## src/sv/pscf_pkg.sv

```systemverilog
package pscf_pkg;

    localparam int OUT_OFFSET_BITS = 24;
    localparam int SIZE_BITS = 17;

    localparam logic [7:0] STREAM_ID = 8'hBD;
    localparam logic [7:0] ZERO_BYTE = 8'h00;
    localparam logic [7:0] ONE_BYTE = 8'h01;
    localparam logic [SIZE_BITS-1:0] HEADER_BYTES = 17'd6;
    localparam logic [OUT_OFFSET_BITS-1:0] OUT_OFFSET_MAX = 24'hFF_FFFF;

    typedef struct packed {
        logic [7:0] data_byte;
        logic       last_byte;
    } pscf_in_t;

    typedef struct packed {
        logic                       found;
        logic [OUT_OFFSET_BITS-1:0] pes_offset;
        logic [SIZE_BITS-1:0]       pes_size;
        logic                       search_over;
    } pscf_out_t;

endpackage

```

## src/sv/pscf_hunt.sv

```systemverilog
module pscf_hunt #(
    parameter int OFFSET_BITS = 24
) (
    input  logic               aclk,
    input  logic               aresetn,
    input  logic               item_en,
    input  pscf_pkg::pscf_in_t item,
    output logic               emit,
    output pscf_pkg::pscf_out_t result
);

    typedef enum logic [2:0] {
        PH_ZERO0,
        PH_ZERO1,
        PH_ONE,
        PH_STREAM,
        PH_LEN_HI,
        PH_LEN_LO,
        PH_BODY
    } phase_t;

    phase_t                 phase_reg, phase_next;
    logic [OFFSET_BITS-1:0] position_reg, position_next;
    logic [OFFSET_BITS-1:0] start_reg, start_next;
    logic [15:0]            length_reg, length_next;
    logic [15:0]            remaining_reg, remaining_next;
    logic                   stopped_reg, stopped_next;

    logic [15:0] remaining_dec;
    logic [15:0] length_full;
    logic        found;
    logic        emit_hit;
    logic        offset_sat;

    assign remaining_dec = remaining_reg - 16'd1;
    assign length_full   = {length_reg[15:8], item.data_byte};
    assign offset_sat    = (OFFSET_BITS > pscf_pkg::OUT_OFFSET_BITS)
                        && ((start_reg >> pscf_pkg::OUT_OFFSET_BITS) != '0);

    always_comb begin
        phase_next     = phase_reg;
        start_next     = start_reg;
        length_next    = length_reg;
        remaining_next = remaining_reg;
        stopped_next   = stopped_reg;
        found          = 1'b0;
        emit_hit       = 1'b0;

        if (!stopped_reg) begin
            case (phase_reg)
                PH_ZERO0: begin
                    if (item.data_byte == pscf_pkg::ZERO_BYTE) begin
                        start_next = position_reg;
                        phase_next = PH_ZERO1;
                    end
                end
                PH_ZERO1: begin
                    phase_next = (item.data_byte == pscf_pkg::ZERO_BYTE) ? PH_ONE : PH_ZERO0;
                end
                PH_ONE: begin
                    phase_next = (item.data_byte == pscf_pkg::ONE_BYTE) ? PH_STREAM : PH_ZERO0;
                end
                PH_STREAM: begin
                    if (item.data_byte == pscf_pkg::STREAM_ID) begin
                        phase_next = PH_LEN_HI;
                    end else if (item.data_byte == pscf_pkg::ZERO_BYTE) begin
                        start_next = position_reg;
                        phase_next = PH_ZERO1;
                    end else begin
                        phase_next = PH_ZERO0;
                    end
                end
                PH_LEN_HI: begin
                    length_next = {item.data_byte, 8'h00};
                    phase_next  = PH_LEN_LO;
                end
                PH_LEN_LO: begin
                    length_next = length_full;
                    if (length_full == 16'd0) begin
                        stopped_next = 1'b1;
                        emit_hit     = 1'b1;
                        phase_next   = PH_ZERO0;
                    end else begin
                        remaining_next = length_full;
                        phase_next     = PH_BODY;
                    end
                end
                PH_BODY: begin
                    remaining_next = remaining_dec;
                    if (remaining_dec == 16'd0) begin
                        found      = 1'b1;
                        emit_hit   = 1'b1;
                        phase_next = PH_ZERO0;
                    end
                end
                default: begin
                    phase_next = PH_ZERO0;
                end
            endcase
        end

        position_next = (position_reg != '1) ? position_reg + 1'b1 : position_reg;

        emit = emit_hit || item.last_byte;

        result.found       = found;
        result.pes_offset  = !found ? '0
                           : offset_sat ? pscf_pkg::OUT_OFFSET_MAX
                           : pscf_pkg::OUT_OFFSET_BITS'(start_reg);
        result.pes_size    = found ? pscf_pkg::HEADER_BYTES + pscf_pkg::SIZE_BITS'(length_reg)
                                   : '0;
        result.search_over = stopped_next || item.last_byte;

        // buffer end returns everything to reset
        if (item.last_byte) begin
            phase_next     = PH_ZERO0;
            position_next  = '0;
            start_next     = '0;
            length_next    = '0;
            remaining_next = '0;
            stopped_next   = 1'b0;
        end
    end

    always_ff @(posedge aclk) begin
        if (!aresetn) begin
            phase_reg     <= PH_ZERO0;
            position_reg  <= '0;
            start_reg     <= '0;
            length_reg    <= '0;
            remaining_reg <= '0;
            stopped_reg   <= 1'b0;
        end else if (item_en) begin
            phase_reg     <= phase_next;
            position_reg  <= position_next;
            start_reg     <= start_next;
            length_reg    <= length_next;
            remaining_reg <= remaining_next;
            stopped_reg   <= stopped_next;
        end
    end

endmodule

```

## src/sv/pes_start_code_finder.sv

```systemverilog
// pes_start_code_finder: scans a byte stream for private-stream-1 PES packets
// (start code 00 00 01 BD, 16-bit length, body) and reports each complete one.
// input channel s_valid/s_ready/s_data: one buffer byte per transfer, with
// last_byte set on the final byte of the buffer.
// result channel m_valid/m_ready/m_data: found, pes_offset, pes_size and
// search_over. A result is sent when a PES completes, when a zero length is
// read, and for every byte marked last; other bytes give no result.
// throughput: one byte per clock while m_ready is high, set by the single
// pass through the hunt logic between the input and result registers.
// path: input register, hunt logic, then the result register behind m_valid.
// reset (aresetn low, synchronous) clears the hunt state, the byte counter
// and both valid flags; after a last byte the state also returns to reset.
// when the receiver stalls, the result register holds, the input register
// fills, and s_ready drops until the result is taken.
module pes_start_code_finder #(
    parameter int OFFSET_BITS = 24
) (
    input  logic                aclk,
    input  logic                aresetn,
    input  logic                s_valid,
    output logic                s_ready,
    input  pscf_pkg::pscf_in_t  s_data,
    output logic                m_valid,
    input  logic                m_ready,
    output pscf_pkg::pscf_out_t m_data
);

    logic                in_valid_reg;
    pscf_pkg::pscf_in_t  in_data_reg;
    logic                out_valid_reg, out_valid_next;
    pscf_pkg::pscf_out_t out_data_reg;

    logic                proc;
    logic                emit;
    pscf_pkg::pscf_out_t result;

    assign proc    = in_valid_reg && (!out_valid_reg || m_ready);
    assign s_ready = !in_valid_reg || proc;
    assign m_valid = out_valid_reg;
    assign m_data  = out_data_reg;

    pscf_hunt #(
        .OFFSET_BITS(OFFSET_BITS)
    ) u_hunt (
        .aclk    (aclk),
        .aresetn (aresetn),
        .item_en (proc),
        .item    (in_data_reg),
        .emit    (emit),
        .result  (result)
    );

    always_comb begin
        if (proc && emit) begin
            out_valid_next = 1'b1;
        end else if (m_ready) begin
            out_valid_next = 1'b0;
        end else begin
            out_valid_next = out_valid_reg;
        end
    end

    always_ff @(posedge aclk) begin
        if (!aresetn) begin
            in_valid_reg  <= 1'b0;
            out_valid_reg <= 1'b0;
        end else begin
            if (s_ready) begin
                in_valid_reg <= s_valid;
            end
            out_valid_reg <= out_valid_next;
        end
    end

    always_ff @(posedge aclk) begin
        if (s_valid && s_ready) begin
            in_data_reg <= s_data;
        end
        if (proc && emit) begin
            out_data_reg <= result;
        end
    end

    assert property (@(posedge aclk) disable iff (!aresetn)
        m_valid && m_data.found |-> m_data.pes_size > pscf_pkg::HEADER_BYTES)
        else $error("found result with too small a size");

    assert property (@(posedge aclk) disable iff (!aresetn)
        m_valid && !m_data.found |-> m_data.pes_size == '0 && m_data.pes_offset == '0)
        else $error("empty result carries offset or size");

    assert property (@(posedge aclk) disable iff (!aresetn)
        m_valid && !m_data.search_over |-> m_data.found)
        else $error("result with neither found nor search_over");

    assert property (@(posedge aclk) disable iff (!aresetn)
        m_ready |-> s_ready)
        else $error("input stalled while the result side is free");

endmodule
```

## config.mk

```make
export PLATFORM = sky130hd
export DESIGN_NAME = pes_start_code_finder
export DESIGN_NICKNAME = d
export VERILOG_FILES = /design/src/sv/pscf_pkg.sv /design/src/sv/pscf_hunt.sv /design/src/sv/pes_start_code_finder.sv
export SDC_FILE = /design/constraint.sdc
export NUM_CORES = 1
export LEC_CHECK = 0
export BUFFER_PORTS_ARGS = -buffer_cell sky130_fd_sc_hd__buf_2
export CORE_AREA = 10 10 144 120
export DETAILED_ROUTE_END_ITERATION = 7
export DIE_AREA = 0 0 154 130
export GPL_TIMING_DRIVEN = 0
export PLACE_DENSITY = 0.75
export SYNTH_ARGS = -nofsm -noshare
export SYNTH_HDL_FRONTEND = slang
export SYNTH_SLANG_ARGS = --single-unit
```

## constraint.sdc

```tcl
create_clock -name aclk -period 4 [get_ports aclk]
set_input_delay 0.4 -clock aclk [delete_from_list [all_inputs] [get_ports aclk]]
set_output_delay 0.4 -clock aclk [all_outputs]
set_load 0.02 [all_outputs]
```

== Word level (Yosys, flattened, before mapping) ==
Index checks and enable logic that the tools add are counted.

* Flip-flop bits (word level): 138
* Input bits: 13
* Output and inout port bits: 45
* Word-level logic and storage cells: 93

* Add/sub/neg operators: 3
* Equality and inequality tests: 15
* Multiplexer cells: 35
* Reductions and logical operators: 25

{| class="wikitable"
|+ Operators with widths
! operator !! count
|-
| $mux 24 || 6
|-
| $mux 16 || 5
|-
| $pmux 16 s2 || 2
|-
| $pmux 24 s2 || 1
|-
| $logic_not 16->1 || 2
|-
| $add 24x1->24 const B || 1
|-
| $ne 24x24->1 const B || 1
|-
| $pmux 3 s7 || 1
|-
| $mux 3 || 6
|-
| $add 3x16->17 const A || 1
|-
| $reduce_and 4->1 || 4
|-
| $sub 16x1->16 const B || 1
|-
| $mux 1 || 11
|-
| $eq 3x3->1 const B || 3
|-
| $reduce_bool 3->1 || 3
|-
| $eq 8x1->1 const B || 1
|-
| $eq 8x8->1 const B || 1
|-
| $logic_not 8->1 || 1
|-
| $eq 3x2->1 const B || 2
|-
| $ne 3x2->1 const B || 2
|-
| $ne 3x3->1 const B || 2
|-
| $reduce_bool 2->1 || 3
|-
| $logic_or 1x1->1 || 4
|-
| $mux 2 || 2
|-
| 8 further kinds || 12
|}

== Longest topological paths before layout ==
* Word-level depth: 8
* Depth in mapped cells: 12
* Mapped depth without buffers: 10

== Modules after synthesis ==
Synthesis repeated with hierarchy kept, for this count alone.

* Cell total of the unflattened synthesis: 712
* Area total of the unflattened synthesis: 6597.6 µm²

{| class="wikitable"
|+ Modules (own cells, without submodules)
! module !! instances !! cells an instance !! area each (µm²) !! sequential area each (µm²)
|-
| pscf_hunt || 1 || 647 || 4923.5 || 1681.6
|-
| pes_start_code_finder || 1 || 65 || 1674.1 || 1601.5
|}

== Worst setup path before layout ==
No wires, ideal clock.

* Path kind: register -> register
* Start point: register u_hunt.remaining_reg[0]
* End point: register out_data_reg, in the netlist m_data[0], enable pin
* Library setup time: 0.444 ns
* Arrival time: 3.773 ns
* Required time: 3.556 ns
* Setup slack: -0.217 ns
* Cell stages (with the launch flop): 13
* Buffers on the path: 2
* Clock period less this slack: 4.217 ns
* Path through: dfxtp_1 inv_1 ha_1 clkbuf_1 and3b_1 a31oi_1 a2111oi_0 and4_1 nand4_2 inv_2 buf_2 nor2_1 nor2_1

* Cells in the longest elaborated chain, start to end: 7

{| class="wikitable"
|+ RTL lines
! element !! line !! source
|-
| start: declaration || pscf_hunt.sv:26 || <nowiki>logic [15:0] remaining_reg, remaining_next;</nowiki>
|-
| start signal: assignment || pscf_hunt.sv:138 || <nowiki>remaining_reg <= remaining_next;</nowiki>
|-
| $sub 16x1->16 || pscf_hunt.sv:35 || <nowiki>assign remaining_dec = remaining_reg - 16'd1;</nowiki>
|-
| $logic_not 16->1 || pscf_hunt.sv:90 || <nowiki>if (remaining_dec == 16'd0) begin</nowiki>
|-
| $mux 1 || pscf_hunt.sv:90 ||
|-
| $pmux 1 s2 || pscf_hunt.sv:50 || <nowiki>case (phase_reg)</nowiki>
|-
| $mux 1 || pscf_hunt.sv:49 || <nowiki>if (!stopped_reg) begin</nowiki>
|-
| $logic_or 1x1->1 || pscf_hunt.sv:104 || <nowiki>emit = emit_hit || item.last_byte;</nowiki>
|-
| $logic_and 1x1->1 || pes_start_code_finder.sv:79 || <nowiki>if (proc && emit) begin</nowiki>
|-
| end signal: assignment || pes_start_code_finder.sv:80 || <nowiki>out_data_reg <= result;</nowiki>
|-
| end: declaration || pes_start_code_finder.sv:31 || <nowiki>pscf_pkg::pscf_out_t out_data_reg;</nowiki>
|}

Every way passes these cells.
A chain may end at the register's enable or synchronous reset.

== Worst setup path after layout ==
* Start point: register u_hunt.remaining_reg[0]
* End point: register out_data_reg, in the netlist m_data[14], enable pin

Same word-level chain as after synthesis.

==> results.md <==
- Area contributors post-synth: dfxtp_1, edfxtp_1, nor2_1
- Pint: 2.513 mW
- Die outline height: 130 um
- Cell type with the largest total area after synthesis: dfxtp_1
- Synth warnings: 0
- Antenna viol nets, final: 0
- I/O pins: 58
- Ant. Diodes: 0
- Placer congestion estimate: 0.9321
- Worst setup EP type: flop
- CTS clk-pin slew, worst paths: 0.06 ns
- CTS tree: yes
- Area growth syn-to-layout: 17.93%
- Final instance area: 7473 um^2
- Switching Share: 0.2120
- H-Tree Depth: 4
- Share of cells above drive strength 1: 0.1471
- Post-synth ARST share: 0
- Worst Skew: 0.007944 ns
- Maximum operating frequency: 279.3 MHz
- Final core utilization: 0.5131
- First-pass GRT wire length: 24.48 mm
- Synth Cell Area: 6337 um^2
- Dpl hpwl: 10.54 mm
- Final hold violations: 0
- Worst-skew pair later-pin latency: 0.42 ns
- Nets@finish: 752
- Commonest non-fill, non-tap cells in the layout: dfxtp_1, nor2_1, buf_2
- # fillers: 1,317
- Largest register FFs: 43
- Critical Path Slowest Stage Cell: a2111oi_0
- Max-cap violations: 0
- Core Footprint: 14,560 um^2
- Initial Utilization: 0.4351
- Combinational power share: 0.044
- Root buf cell: clkbuf_16
- HP Class: in2reg
- Register share of total power: 0.471
- Area post-placement: 6887 um^2
- Die width: 154 um
- Seq/Total Area, Yosys: 0.5181
- Final Max Slew Viols: 0
- Avg Cell Area, Syn: 9.631 um^2
- Vias in the first global route: 4,770
- Worst Path Buf+Inv: 5
- Synth Instances: 658
- Worst Path Arrival: 3.70 ns
- Peak supply drop: 0.3266 mV
- Post-route DRC violation count: 0
- PnR worst setup slack: 0.4190 ns
- DR vias: 5,156
- Pleak: 2.493 nW
- Most common cell after layout, fill and taps aside: dfxtp_1
- Post-Syn Nets: 675
- Cts repair resizes: 0
- Maximum buffer depth of the clock tree: 2
- DRT Pass-1 Iters: 5
- Worst Tran Pin Value: 0.6297 ns
- Initial antenna violation count: 0
- Clk sinks: 138
- PortBufs: 57
- Status: completed
- Routed vias/inst: 5.503
- CTS Buf Count: 17
- Clock power share: 0.485
- Cells along the critical path: inv_1 -> ha_1 -> clkbuf_1 -> nand2_1 -> a2111oi_0 -> and4_1 -> nand4_2 -> inv_2 -> buf_2 -> nor2_1 -> nor2_4 -> buf_12
- Type of the worst setup path: reg2reg
- Post-CTS setup repair buffer count: 0
- Family with the most delay on the worst path: simple AND/OR/NAND/NOR gates
- Post-synth top flop: dfxtp_1
- Core Rows: 40
- Hold buffers post-CTS: 0
- Post-synth EDFFs: 52
- Synth Register Bits: 138
- Global Route Usage Sum: 0.1503
- Power per cell area: 426.7 nW/um^2
- Crit share post-route: 0.8953
- Routed wire length per instance: 15.84 um
- Crit path max fanout: 28
- Cell variety after synth: 63
- Worst EP required: 4.12 ns
- CP startpoint kind: flop
- Relative slew slack: 0.5784
- Max stage delay on crit path: 0.44 ns
- Die area: 20,020 um^2
- Top cell type's share of synthesized area: 0.2717
- Largest net degree at the start of global routing: 29
- Final min period: 3.581 ns
- DP Worst Slack: 0.5104 ns
- Total power: 3.189 mW
- Final WL: 14.84 mm
- Drt initial violations: 633
- RSZ-0062 raised after global routing: false
- Remaining global-route overflow: 0
- Net Sw Power: 0.6761 mW
- Finish-stage setup viols: 0
-- worst paths after layout --
path / from / endpoint / slack, ns / cells after the start
worst min register to register: u_hunt.remaining_reg[13] / u_hunt.remaining_reg[13] / 0.47 / 1
worst max register to register: u_hunt.remaining_reg[0] / m_data[14] / 0.42 / 12
worst max-delay path: u_hunt.remaining_reg[0] / m_data[14] / 0.42 / 12
worst min-delay path: s_data[3] / in_data_reg[3] / 0.16 / 1
-- cells in the mapped netlist, types with 5 or more instances --
cell type	instances
a22oi_1	27
or3_1	14
edfxtp_1	52
a21oi_1	33
xor2_1	15
xnor2_1	10
a21boi_0	14
inv_1	13
nor4_1	6
nand2b_1	7
buf_4	5
nor2b_1	35
o21ai_0	32
and2_1	28
nor2_1	66
nand3_1	33
dfxtp_1	86
nand4_1	13
nand2_1	49
nor3_1	15
clkbuf_1	22
-- worst register-to-register path, cell delays in order, from the launching register on --
cell	delay, ns
dfxtp_1	0.39
inv_1	0.10
ha_1	0.14
clkbuf_1	0.31
nand2_1	0.20
a2111oi_0	0.44
and4_1	0.31
nand4_2	0.28
inv_2	0.12
buf_2	0.20
nor2_1	0.09
nor2_4	0.43
buf_12	0.26
-- power by group through the flow --
stage,clock [mW],sequential (mW),combinational (mW)
6_report,1.55,1.50,0.139
2_1_floorplan,0,1.55,0.0669
3_3_place_gp,0,1.53,0.136
4_1_cts,1.57,1.50,0.140
5_1_grt,1.65,1.50,0.153
3_5_place_dp,0,1.53,0.139
-- kinds of logic (layout without fill, tap and decap cells) --
kind of cell	count (synthesis)	after routing	synth area share
AO/OA/AOI/OAI	147	147	0.1538
flip-flops	138	138	0.5181
multiplexers	3	3	0.004739
XOR/XNOR	25	25	0.03455
AND/OR/NAND/NOR	296	296	0.2507
buffers and inverters	45	135	0.03021
adder cells (fa/ha/maj)	4	4	0.007898
-- layout make-up --
cell class,count,area [um^2],area share
inverters,14,52.55,0.007032
clock buffers,26,500.5,0.06697
well taps,189,236.5,0.03164
repair buffers,58,305.3,0.04085
multi-input cells,475,2870,0.3841
clock inverters,6,86.33,0.01155
flip-flops and latches,138,3283,0.4393
plain buffers,31,138.9,0.01858
-- layer usage --
metal,GRT usage,vias up,share of wire
met5,0,-,0
met4,0.05602,0,0.014
met3,0.06053,22,0.10
met2,0.1960,206,0.39
met1,0.2148,2388,0.49
li1,-,2540,-
-- stage by stage --
stage	hold WS [ns]	TNS, ns	std cells
CTS	0.1354	0	937
global placement	0.4532	-19.55	904
finish	0.1566	0	937
global route	0.1361	0	937
detailed placement	0.4553	0	905
floorplan	0.4333	0	658
No activity file was read; power rests on OpenSTA's default activity.
